### config.mk
export PLATFORM = sky130hd
export DESIGN_NAME = ufwh_ram
export DESIGN_NICKNAME = d
export VERILOG_FILES = /design/src/sv/union_find_weighted_halving_core_defines.svh /design/src/sv/ufwh_ram.sv
export SDC_FILE = /design/constraint.sdc
export NUM_CORES = 1
export LEC_CHECK = 0
export BUFFER_PORTS_ARGS = -buffer_cell sky130_fd_sc_hd__buf_2
export CAP_MARGIN = 25
export CORE_AREA = 3 3 148 150
export CTS_CLUSTER_SIZE = 40
export DETAILED_ROUTE_END_ITERATION = 10
export DIE_AREA = 0 0 151 153
export PLACE_DENSITY = 0.47
export SLEW_MARGIN = 40
export SYNTH_ARGS = -nofsm -noshare
export SYNTH_HDL_FRONTEND = slang
export SYNTH_SLANG_ARGS = --single-unit
### constraint.sdc
create_clock -name aclk -period 2.6 [get_ports aclk]
set_input_delay 0.65 -clock aclk [delete_from_list [all_inputs] [get_ports aclk]]
set_output_delay 0.65 -clock aclk [all_outputs]
set_load 0.1 [all_outputs]
### src/sv/union_find_weighted_halving_core_defines.svh
// assertion macros for the disjoint-set core
// expects aclk and aresetn in the scope of each use
`ifndef UNION_FIND_WEIGHTED_HALVING_CORE_DEFINES_SVH
`define UNION_FIND_WEIGHTED_HALVING_CORE_DEFINES_SVH

// same-cycle implication
`define UFWH_ASSERT_IMP(label, ante, cons, msg) \
    label: assert property (@(posedge aclk) disable iff (!aresetn) (ante) |-> (cons)) \
        else $error(msg);

// next-cycle implication
`define UFWH_ASSERT_NXT(label, ante, cons, msg) \
    label: assert property (@(posedge aclk) disable iff (!aresetn) (ante) |=> (cons)) \
        else $error(msg);

`endif

### src/sv/ufwh_ram.sv
// generic single-write, single-read memory with registered read data
// read-first on a same-address write; no dependencies
module ufwh_ram #(
    parameter int WIDTH = 8,
    parameter int DEPTH = 16
) (
    input  logic                     aclk,
    input  logic                     we,
    input  logic [$clog2(DEPTH)-1:0] waddr,
    input  logic [WIDTH-1:0]         wdata,
    input  logic [$clog2(DEPTH)-1:0] raddr,
    output logic [WIDTH-1:0]         rdata
);

    logic [WIDTH-1:0] mem [DEPTH];

    always_ff @(posedge aclk) begin
        if (we) begin
            mem[waddr] <= wdata;
        end
        rdata <= mem[raddr];
    end

endmodule

==> flow_metrics.py <==
metrics = {
    "yosys": {
        "ys_types": 19,
        "synth.mux.area_fraction_pct": 15.02,
        "yosysSeqAreaShare_pct": 77.78,
        "synthSimpleGateAreaFrac_pct": 3.184,
        "synth-seq-cells": 136,
        "yosys.area.top_type": "edfxtp_1",
        "synth_top_family_by_area": "multiplexers",
        "syn_area_per_cell_sq_um": 22.48,
        "synthXorXnorAreaFrac_pct": 0,
        "syn_inst": 229,
        "synthesis.nets": 247,
        "synth.area.top_cells": "edfxtp_1, mux4_2, mux4_1, dfxtp_1, a22oi_1",
        "synthAdderAreaFrac_pct": 0,
        "yosys.area.top_type_share_pct": 74.67,
        "synth_warnings": 0,
        "syn-cell-area_sq_um": 5147,
        "synth_compound_area_share_pct": 2.333,
    },
    "critical_path": {
        "startpoint_type": "flop",
        "crit_buf_inv": 1,
        "slowest_stage": "buf_2",
        "cp_max_fo": 1,
        "crit_family": "buffers and inverters",
        "cp.arrival_ns": 1.28,
        "r2r_slack_ns": 1.28,
        "path_cells": "buf_2",
        "worstSetupEndpointType": "output port",
        "setup.worst_path.class": "flop to output port",
        "critical_path.max_stage_delay_ns": 0.46,
        "critPathRequiredTime_ns": 1.95,
    },
    "die": {
        "core_sq_um": 20820,
        "start_util_pct": 24.72,
        "dieArea_sq_um": 23100,
        "std_cell_rows": 53,
        "die_width_microns": 151,
        "io_pins": 26,
        "die_y_microns": 153,
    },
    "placed_design": {
        "place_hpwl_microns": 7042,
        "dp.cells": 542,
        "dp_slack_ns": 0.3352,
        "io_buffer_count": 25,
        "gp_congestion": 0.6721,
    },
    "clock_network": {
        "cts_sinks": 136,
        "root_buffer": "clkbuf_16",
        "clkTransAtPathRegs_ns": 0.05,
        "numCtsBuffers": 17,
        "clkLatencyLatePin_ns": 0.42,
        "cts_resized": 0,
        "clockBufferDepth": 2,
        "htree_levels": 4,
        "tritoncts": "yes",
        "hold_buffers": 0,
        "cts_setup_buffers": 0,
    },
    "timing": {
        "worst_pin_slew_ns": 0.4924,
        "maxSlewViolCount": 0,
        "fin_crit_sh_pct": 74.18,
        "setup_violations": 0,
        "tns_ns": 0,
        "clock_skew_ns": 0.01167,
        "hold_violations": 0,
        "post-route-min-period_ns": 1.929,
        "setup_slack_ns": 0.6712,
        "fmax_mhz": 518.5,
        "rsz0062_at_grt": "false",
        "maxSlewHeadroom_pct": 67.40,
    },
    "pwr": {
        "power_frac_seq_pct": 48.1,
        "switching_share_pct": 20.97,
        "p_leak_nw": 2.116,
        "power_density_nw_per_um2": 812.8,
        "irDropWorstVdd_mv": 0.4812,
        "switchingPower_w": 0.001076,
        "share_comb_of_total_power_pct": 6.5,
        "internal-power_w": 0.004055,
        "pwr-share-clk_pct": 45.4,
    },
    "final_layout": {
        "nets": 304,
        "fin_util_pct": 30.32,
        "syn2layout_area_growth_pct": 22.65,
        "diodes": 0,
        "final_common_cell": "edfxtp_1",
        "layout_common_cells": "edfxtp_1, buf_2, buf_4, mux4_2, clkbuf_16",
        "drive_above_1_share_pct": 32.44,
        "final_cells": 574,
    },
    "detailed_routing": {
        "dr.pass1.iters": 4,
        "viasPerCell": 4.261,
        "wirelength_microns": 10280,
        "drt_iter0_markers": 136,
        "drc": 0,
        "wire_per_inst_microns": 17.91,
        "drtAntennaViolNets": 0,
        "num_vias": 2446,
    },
    "grt": {
        "grt_pass1_wl_microns": 15880,
        "antenna_found_initial": 1,
        "grt.total_usage_pct": 9.648,
        "grt_overflow": 0,
        "first_global_vias": 2635,
        "grt_max_degree": 20,
    },
    "worst_hold_path": {
        "hp-class": "primary input to flop",
    },
    "run": {
        "drv_cap": 0,
    },
    "outcome": {
        "status": "complete, no violations",
    },
}
synth_stat cells:
cell type,number
nor3_1,4
buf_2,3
edfxtp_1,128
or3b_2,1
a22oi_1,16
nor2_1,13
buf_6,3
buf_4,1
nand2b_1,2
and2b_1,1
and2_1,1
mux4_1,14
clkdlybuf4s25_2,3
nand3_1,1
nand2_1,9
nor2b_1,1
mux4_2,18
dfxtp_1,8
nand3b_1,2
metal layers:
metal  up-vias  part of all wire (%)  global-route usage (%)
li1       1092                     -                       -
met5         -                  0.13                       0
met1      1276                    48                   13.17
met3        13                   5.0                   3.587
met2        63                    46                   13.85
met4         2                   1.2                   4.016
layout make-up:
| type | instances | area, sq um |
|---|---|---|
| well taps | 275 | 344.1 |
| fillers | 2061 | 14510 |
| clock buffers | 23 | 488.0 |
| repair buffers | 48 | 322.8 |
| flip-flops and latches | 136 | 4004 |
| clock inverters | 9 | 97.59 |
| multi-input cells | 83 | 1057 |
final timing paths:
kind               from         to  cells after the start
max            rdata[7]   rdata[7]                      1
min reg2reg  mem[13][4]   rdata[4]                      3
max reg2reg   mem[3][7]   rdata[7]                      3
min            wdata[4]  mem[3][4]                      1
state kept, by name (all words and copies together), names as in the netlist:
signal,cells
rdata,8
mem,128
logic make-up (layout without fill, tap and decap cells):
| logic type | Yosys count | count (layout) |
|---|---|---|
| flip-flops | 136 | 136 |
| AND/OR/NAND/NOR | 35 | 35 |
| multiplexers | 32 | 32 |
| AO/OA/AOI/OAI | 16 | 16 |
| buffers and inverters | 10 | 80 |
power by group through the flow:
stage                     clock [W]  combinational [W]  sequential [W]
after floorplan                   0           0.000124         0.00261
after global placement            0           0.000337         0.00251
after detailed placement          0           0.000341         0.00252
after CTS                   0.00239           0.000341         0.00247
after global routing        0.00250           0.000357         0.00247
final                       0.00233           0.000333         0.00247
per-stage QoR:
step	power (W)	hold slack [ns]	area [sq um]
5_1_grt	0.005329	0.6151	6314
3_3_place_gp	0.002852	0.6562	5728
2_1_floorplan	0.002738	0.6293	5147
4_1_cts	0.005202	0.6039	6314
3_5_place_dp	0.002856	0.6682	5728
6_report	0.005131	0.6166	6314
(Power assumes the default switching activity.)
