## config.mk

```make
export PLATFORM = sky130hd
export DESIGN_NAME = ufwh_seq
export DESIGN_NICKNAME = d
export VERILOG_FILES = /design/src/sv/ufwh_pkg.sv /design/src/sv/ufwh_alu.sv /design/src/sv/ufwh_seq.sv
export VERILOG_INCLUDE_DIRS = /design/src /design/src/sv
export SDC_FILE = /design/constraint.sdc
export NUM_CORES = 1
export LEC_CHECK = 0
export BUFFER_PORTS_ARGS = -buffer_cell sky130_fd_sc_hd__clkbuf_2
export CAP_MARGIN = 20
export CORE_UTILIZATION = 51
export CTS_CLUSTER_SIZE = 40
export DETAILED_ROUTE_END_ITERATION = 16
export GPL_ROUTABILITY_DRIVEN = 0
export PLACE_DENSITY_LB_ADDON = 0.25
export SYNTH_ARGS = -nofsm -noshare
export SYNTH_HDL_FRONTEND = slang
export SYNTH_SLANG_ARGS = --single-unit
```

## constraint.sdc

```tcl
create_clock -name aclk -period 4.02 [get_ports aclk]
set_input_delay 0 -clock aclk [delete_from_list [all_inputs] [get_ports aclk]]
set_output_delay 0 -clock aclk [all_outputs]
set_load 0.005 [all_outputs]
```

## src/sv/union_find_weighted_halving_core_defines.svh

```systemverilog
// assertion macros for the disjoint-set core
// expects aclk and aresetn in the scope of each use
`ifndef UNION_FIND_WEIGHTED_HALVING_CORE_DEFINES_SVH
`define UNION_FIND_WEIGHTED_HALVING_CORE_DEFINES_SVH

// same-cycle implication
`define UFWH_ASSERT_IMP(label, ante, cons, msg) \
    label: assert property (@(posedge aclk) disable iff (!aresetn) (ante) |-> (cons)) \
        else $error(msg);

// next-cycle implication
`define UFWH_ASSERT_NXT(label, ante, cons, msg) \
    label: assert property (@(posedge aclk) disable iff (!aresetn) (ante) |=> (cons)) \
        else $error(msg);

`endif

```

## src/sv/ufwh_pkg.sv

```systemverilog
// constants, types and helpers for the disjoint-set core
// no dependencies; used by every module of the block except ufwh_ram
package ufwh_pkg;

    localparam int ELEMENT_COUNT = 1024;
    localparam int ELEM_W        = 10;
    localparam int SIZE_W        = 11;
    localparam int IDX_W         = $clog2(ELEMENT_COUNT);
    localparam int HOP_W         = $clog2(ELEMENT_COUNT + 1);
    localparam int OPD_W         = (IDX_W > SIZE_W) ? IDX_W : SIZE_W;

    localparam logic [1:0] OP_UNION = 2'd0;
    localparam logic [1:0] OP_FIND  = 2'd1;
    localparam logic [1:0] OP_CONN  = 2'd2;
    localparam logic [1:0] OP_SIZE  = 2'd3;

    typedef logic [IDX_W-1:0]  idx_t;
    typedef logic [SIZE_W-1:0] tsize_t;
    typedef logic [OPD_W-1:0]  opd_t;

    typedef struct packed {
        logic we;
        idx_t waddr;
        idx_t wdata;
        idx_t raddr;
    } link_port_t;

    typedef struct packed {
        logic   we;
        idx_t   waddr;
        tsize_t wdata;
        idx_t   raddr;
    } size_port_t;

    typedef struct packed {
        logic eq;
        logic lt;
        opd_t sum;
    } alu_res_t;

    typedef struct packed {
        logic [ELEM_W-1:0] root;
        logic              same_set;
        tsize_t            set_size;
        logic              index_error;
    } res_t;

    // out-of-range links read as element zero
    function automatic idx_t clamp_idx(input idx_t x);
        return (32'(x) < ELEMENT_COUNT) ? x : '0;
    endfunction

    function automatic logic in_range(input logic [ELEM_W-1:0] x);
        return 32'(x) < ELEMENT_COUNT;
    endfunction

endpackage

```

## src/sv/ufwh_alu.sv

```systemverilog
// shared compare and add unit of the disjoint-set core
// depends on ufwh_pkg
module ufwh_alu
    import ufwh_pkg::*;
(
    input  opd_t     opd_x,
    input  opd_t     opd_y,
    output alu_res_t res
);

    always_comb begin
        res.eq  = (opd_x == opd_y);
        res.lt  = (opd_x < opd_y);
        res.sum = opd_x + opd_y;
    end

endmodule

```

## src/sv/ufwh_seq.sv

```systemverilog
// request sequencer: clearing pass, root walks with path halving, weighted link
// depends on ufwh_pkg, ufwh_alu and the assertion macro header
`include "union_find_weighted_halving_core_defines.svh"

module ufwh_seq
    import ufwh_pkg::*;
(
    input  logic              aclk,
    input  logic              aresetn,
    input  logic              in_valid,
    output logic              in_ready,
    input  logic [1:0]        in_op,
    input  logic [ELEM_W-1:0] in_a,
    input  logic [ELEM_W-1:0] in_b,
    input  logic              out_free,
    output logic              res_valid,
    output res_t              res,
    output link_port_t        link_port,
    input  idx_t              link_rdata,
    output size_port_t        size_port,
    input  tsize_t            size_rdata
);

    localparam logic [3:0] ST_CLEAR    = 4'd0;
    localparam logic [3:0] ST_IDLE     = 4'd1;
    localparam logic [3:0] ST_UP       = 4'd2;
    localparam logic [3:0] ST_GRAND    = 4'd3;
    localparam logic [3:0] ST_ROOTS    = 4'd4;
    localparam logic [3:0] ST_SZ_A     = 4'd5;
    localparam logic [3:0] ST_SZ_B     = 4'd6;
    localparam logic [3:0] ST_SZ_FINAL = 4'd7;
    localparam logic [3:0] ST_DONE     = 4'd8;

    logic [3:0]       state_reg, state_next;
    idx_t             clr_reg, clr_next;
    logic [1:0]       op_reg, op_next;
    idx_t             a_reg, a_next;
    idx_t             b_reg, b_next;
    idx_t             node_reg, node_next;
    logic [HOP_W-1:0] hops_reg, hops_next;
    logic             walk_reg, walk_next;
    idx_t             ra_reg, ra_next;
    idx_t             rb_reg, rb_next;
    tsize_t           sza_reg, sza_next;
    res_t             res_reg, res_next;

    opd_t     alu_x;
    opd_t     alu_y;
    alu_res_t alu_res;
    idx_t     link_data;
    idx_t     start_idx;
    idx_t     start2_idx;
    logic     in_uses_b;
    logic     reg_uses_b;
    tsize_t   size_sum;

    ufwh_alu u_alu (
        .opd_x (alu_x),
        .opd_y (alu_y),
        .res   (alu_res)
    );

    assign link_data  = clamp_idx(link_rdata);
    assign in_uses_b  = (in_op == OP_UNION) || (in_op == OP_CONN);
    assign reg_uses_b = (op_reg == OP_UNION) || (op_reg == OP_CONN);
    assign start_idx  = (in_op == OP_UNION) ? IDX_W'(in_b) : IDX_W'(in_a);
    assign start2_idx = (op_reg == OP_UNION) ? a_reg : b_reg;
    assign size_sum   = SIZE_W'(alu_res.sum);
    assign res        = res_reg;

    always_comb begin
        state_next = state_reg;
        clr_next   = clr_reg;
        op_next    = op_reg;
        a_next     = a_reg;
        b_next     = b_reg;
        node_next  = node_reg;
        hops_next  = hops_reg;
        walk_next  = walk_reg;
        ra_next    = ra_reg;
        rb_next    = rb_reg;
        sza_next   = sza_reg;
        res_next   = res_reg;
        link_port  = '0;
        size_port  = '0;
        alu_x      = '0;
        alu_y      = '0;
        in_ready   = 1'b0;
        res_valid  = 1'b0;
        case (state_reg)
            ST_CLEAR: begin
                link_port.we    = 1'b1;
                link_port.waddr = clr_reg;
                link_port.wdata = clr_reg;
                size_port.we    = 1'b1;
                size_port.waddr = clr_reg;
                size_port.wdata = SIZE_W'(1);
                if (clr_reg == IDX_W'(ELEMENT_COUNT - 1)) begin
                    state_next = ST_IDLE;
                end else begin
                    clr_next = clr_reg + 1'b1;
                end
            end
            ST_IDLE: begin
                in_ready = 1'b1;
                if (in_valid) begin
                    op_next = in_op;
                    a_next  = IDX_W'(in_a);
                    b_next  = IDX_W'(in_b);
                    if (!in_range(in_a) || (in_uses_b && !in_range(in_b))) begin
                        res_next.root        = '0;
                        res_next.same_set    = 1'b0;
                        res_next.set_size    = '0;
                        res_next.index_error = 1'b1;
                        state_next           = ST_DONE;
                    end else begin
                        res_next.same_set    = 1'b0;
                        res_next.index_error = 1'b0;
                        node_next            = start_idx;
                        hops_next            = '0;
                        walk_next            = 1'b0;
                        link_port.raddr      = start_idx;
                        state_next           = ST_UP;
                    end
                end
            end
            ST_UP: begin
                alu_x = OPD_W'(link_data);
                alu_y = OPD_W'(node_reg);
                if (alu_res.eq || (hops_reg == HOP_W'(ELEMENT_COUNT))) begin
                    // union walks b first, the other ops walk a first
                    if ((op_reg == OP_UNION) != walk_reg) begin
                        rb_next = node_reg;
                    end else begin
                        ra_next = node_reg;
                    end
                    if (!walk_reg && reg_uses_b) begin
                        node_next       = start2_idx;
                        hops_next       = '0;
                        walk_next       = 1'b1;
                        link_port.raddr = start2_idx;
                    end else if (reg_uses_b) begin
                        state_next = ST_ROOTS;
                    end else begin
                        size_port.raddr = node_reg;
                        res_next.root   = ELEM_W'(node_reg);
                        state_next      = ST_SZ_FINAL;
                    end
                end else begin
                    link_port.raddr = link_data;
                    state_next      = ST_GRAND;
                end
            end
            ST_GRAND: begin
                // path halving: point the node at its grandparent and jump there
                link_port.we    = 1'b1;
                link_port.waddr = node_reg;
                link_port.wdata = link_data;
                link_port.raddr = link_data;
                node_next       = link_data;
                hops_next       = hops_reg + 1'b1;
                state_next      = ST_UP;
            end
            ST_ROOTS: begin
                alu_x           = OPD_W'(ra_reg);
                alu_y           = OPD_W'(rb_reg);
                res_next.root   = ELEM_W'(ra_reg);
                size_port.raddr = ra_reg;
                if ((op_reg == OP_UNION) && !alu_res.eq) begin
                    state_next = ST_SZ_A;
                end else begin
                    res_next.same_set = alu_res.eq;
                    state_next        = ST_SZ_FINAL;
                end
            end
            ST_SZ_A: begin
                sza_next        = size_rdata;
                size_port.raddr = rb_reg;
                state_next      = ST_SZ_B;
            end
            ST_SZ_B: begin
                alu_x           = OPD_W'(size_rdata);
                alu_y           = OPD_W'(sza_reg);
                link_port.we    = 1'b1;
                size_port.we    = 1'b1;
                size_port.wdata = size_sum;
                if (alu_res.lt) begin
                    link_port.waddr = rb_reg;
                    link_port.wdata = ra_reg;
                    size_port.waddr = ra_reg;
                    res_next.root   = ELEM_W'(ra_reg);
                end else begin
                    link_port.waddr = ra_reg;
                    link_port.wdata = rb_reg;
                    size_port.waddr = rb_reg;
                    res_next.root   = ELEM_W'(rb_reg);
                end
                res_next.set_size = size_sum;
                state_next        = ST_DONE;
            end
            ST_SZ_FINAL: begin
                res_next.set_size = size_rdata;
                state_next        = ST_DONE;
            end
            ST_DONE: begin
                if (out_free) begin
                    res_valid  = 1'b1;
                    state_next = ST_IDLE;
                end
            end
            default: begin
                state_next = ST_IDLE;
            end
        endcase
    end

    always_ff @(posedge aclk) begin
        if (!aresetn) begin
            state_reg <= ST_CLEAR;
            clr_reg   <= '0;
            hops_reg  <= '0;
            walk_reg  <= 1'b0;
        end else begin
            state_reg <= state_next;
            clr_reg   <= clr_next;
            hops_reg  <= hops_next;
            walk_reg  <= walk_next;
        end
    end

    always_ff @(posedge aclk) begin
        op_reg   <= op_next;
        a_reg    <= a_next;
        b_reg    <= b_next;
        node_reg <= node_next;
        ra_reg   <= ra_next;
        rb_reg   <= rb_next;
        sza_reg  <= sza_next;
        res_reg  <= res_next;
    end

    `UFWH_ASSERT_NXT(a_busy_after_accept, in_valid && in_ready, state_reg != ST_IDLE, "ready after accepting an item")
    `UFWH_ASSERT_IMP(a_hops_bounded, state_reg == ST_UP || state_reg == ST_GRAND, hops_reg <= HOP_W'(ELEMENT_COUNT), "walk ran past the hop limit")
    `UFWH_ASSERT_IMP(a_no_write_at_rest, state_reg == ST_IDLE || state_reg == ST_DONE, !link_port.we && !size_port.we, "table written while no item is in work")
    `UFWH_ASSERT_NXT(a_idle_after_result, res_valid, state_reg == ST_IDLE, "sequencer not idle after delivering a result")
    `UFWH_ASSERT_IMP(a_error_result_zero, res_valid && res.index_error, res.root == '0 && !res.same_set && res.set_size == '0, "index error result carries data")

endmodule

```

==> results.md <==
- H-tree depth: 3
- Port bufs: 133
- Avg Cell Area, Syn: 8.53 um^2
- Area share of the largest cell type after synthesis: 34.6%
- Syn nets: 936
- Pleak: 3.81 nW
- Largest register FFs: 22
- CTS Root Cell: clkbuf_16
- Clock sink count: 111
- Setup violators final: 0
- Number of vias per cell: 6.31
- MaxCap Viol Count: 0
- Compound-Gate Fraction of Synth Area: 20.9%
- N_diodes: 0
- Post-synthesis cell count: 864
- Placed inst area: 8350 um^2
- #FFs+latches synth: 111
- Slew Viols, Final: 0
- Post-route antenna net violation count: 0
- Worst r2r path cells: 11
- CP endpoint kind: primary output
- Initial Utilization: 52.7%
- Cts bufs inserted: 9
- Post-synth ARST share: 0%
- Drt pass-1 iters: 7
- DRC: 0
- Synth unique cells: 68
- Slew at the pin with the worst max-slew slack: 1.05 ns
- Critical R2R Capture: res[16]
- Xor/xnor share of the synthesized area: 1.90%
- Core area: 14,000 um^2
- Reg2reg setup slack: 0.37 ns
- Required @ worst endpoint: 4.02 ns
- Final Hold Viols: 0
- IO Count: 135
- Largest cells by area after synthesis: edfxtp_1, nand2_1, dfxtp_1
- Largest family of logic cells by synthesized area: simple AND/OR/NAND/NOR gates
- Overall die area: 14,900 um^2
- Clock Skew: 0.0150 ns
- Number of global-route vias before repair: 7,103
- Clock-pin slew on the worst setup and hold paths: 0.08 ns
- Fin area: 9010 um^2
- Fin crit share: 95.3%
- Min Tclk post-route: 3.83 ns
- EDFF count, synth: 85
- Hold crit path type: input pin to flop
- Post-Synthesis Cell Area: 7370 um^2
- Fillers: 1,202
- Initial drt markers: 1,069
- Worst setup SP type: flop
- Worst r2r src: state_reg[2]
- Fmax: 0.261 GHz
- Critical Path Start: state_reg[0]
- Crit path capture: size_port[0]
- Die height: 122 um
- First-pass GRT wire length: 37.2 mm
- Clock tree buffer depth: 2
- Pin count of the biggest net entering global routing: 37
- Status: complete, no violations
- Sequential element share of the synthesized area: 41.7%
- Vias: 7,605
- TritonCTS clock tree: yes
- Worst-Skew Late Latency: 0.37 ns
- Relative slew slack: 29.7%
- Fraction of the mapped netlist area in adder cells: 4.35%
- TNS Setup: 0 ns
- Count of warnings emitted by yosys: 0
- Final HPWL DP: 17.3 mm
- P&R area growth vs syn: 22.2%
- Crit path arrival time: 3.83 ns
- Gr usage total: 32.9%
- Most numerous cell in the Yosys netlist: nand2_1
- Seq. cell area: 3080 um^2
- Share of cells above drive strength 1: 20.7%
- Nets: 1,093
- Post-synth top cells: nand2_1, edfxtp_1, a21oi_1
- Wirelength per Cell: 20.2 um
- Multi-input logic area: 3940 um^2
- Max Fanout on Critical Path: 36
- FP Rows: 43
- WS Path Type: flop to primary output
- Die Span X: 122 um
- Mux contribution to synthesized area: 1.83%
- Max VDD drop: 0.267 mV
- Antenna violations before repair: 0
- Post-synthesis simple-gate area fraction: 23.9%
- Commonest register cell after synthesis: edfxtp_1
- Power Density: 306 nW/um^2
- Final wirelength: 24.3 mm
- Leading area contributor after synthesis: edfxtp_1
- Grt ovf: 0
worst max-delay path, cell delays in order, from the launching register on:
cell and delay (ns):
dfxtp_1 0.33, buf_4 0.18, nor4bb_4 0.33, buf_12 0.24, nand2_1 0.08, and3_1 0.20, ha_1 0.36, nand4_1 0.21
or3_4 0.48, a21oi_2 0.26, nand2_1 0.12, buf_4 0.22, o21ai_0 0.26, clkbuf_2 0.17
routing by layer:
metal / up-vias / part of all wire, % / global-route usage, %
li1: 3483 / - / -
met1: 3539 / 39 / 41.3
met2: 500 / 48 / 54.6
met3: 83 / 10 / 6.46
met4: 0 / 3.4 / 14.8
met5: - / 0 / 0
cell usage in the layout (no fill, tap or decap), drive strengths merged, types with 15 or more instances in the layout:
cell type / n
dfxtp: 26
nor2: 63
nor3: 26
buf: 37
nand2: 165
a221o: 20
dlygate4sd3: 34
and3: 15
ha: 24
edfxtp: 85
a21oi: 66
o21ai: 35
nand3: 55
inv: 44
clkbuf: 144
where the power goes:
part	switching, mW	leakage (nW)	total, mW	internal [mW]
clock network	0.449	0.148	0.903	0.454
registers	0.0613	0.979	1.35	1.29
logic	0.293	2.68	0.508	0.214
through the flow:
step                util, %  instances  total power, mW  worst slack [ns]  hold slack [ns]
floorplan                 -        864             1.62            0.0180           0.0959
global placement       59.7       1156             1.83             0.372            0.193
detailed placement     59.7       1156             1.84             0.304            0.193
CTS                    64.3       1206             2.74            0.0497          0.00495
global route           64.4       1206             2.85           -0.0143          0.00327
finish                 64.4       1206             2.76             0.190           0.0111
kinds of logic after synthesis:
group,Yosys count
AO/OA/AOI/OAI,219
XOR/XNOR,16
adder cells (fa/ha/maj),25
buffers and inverters,101
flip-flops,111
multiplexers,13
other,1
AND/OR/NAND/NOR,378
how the worst min path moves through the flow:
stage,from,endpoint,slack [ns],cells past startpoint
6_report,link_rdata[9],node_reg[9],0.01,2
5_1_grt,link_rdata[9],node_reg[9],0.003,2
4_1_cts,link_rdata[9],node_reg[9],0.005,2
3_5_place_dp,in_a[7],a_reg[7],0.19,1
3_3_place_gp,in_a[6],a_reg[6],0.19,1
2_1_floorplan,link_rdata[1],link_port[11],0.1,2
timing repair:
action                                  4_1_cts  5_1_grt
hold endpoints to repair                     35        0
endpoints found under the setup margin        0       54
gates resized for setup                       0        6
buffers inserted                              0        0
hold buffers                                 34        0
final cells by class:
cell class              count  area share [%]
multi-input cells         652            43.7
clock buffers              11            2.71
inverters                  43            1.79
flip-flops and latches    111            34.2
well taps                 180            2.50
repair buffers            204            14.5
clock inverters             5           0.597
(Power assumes the default switching activity.)
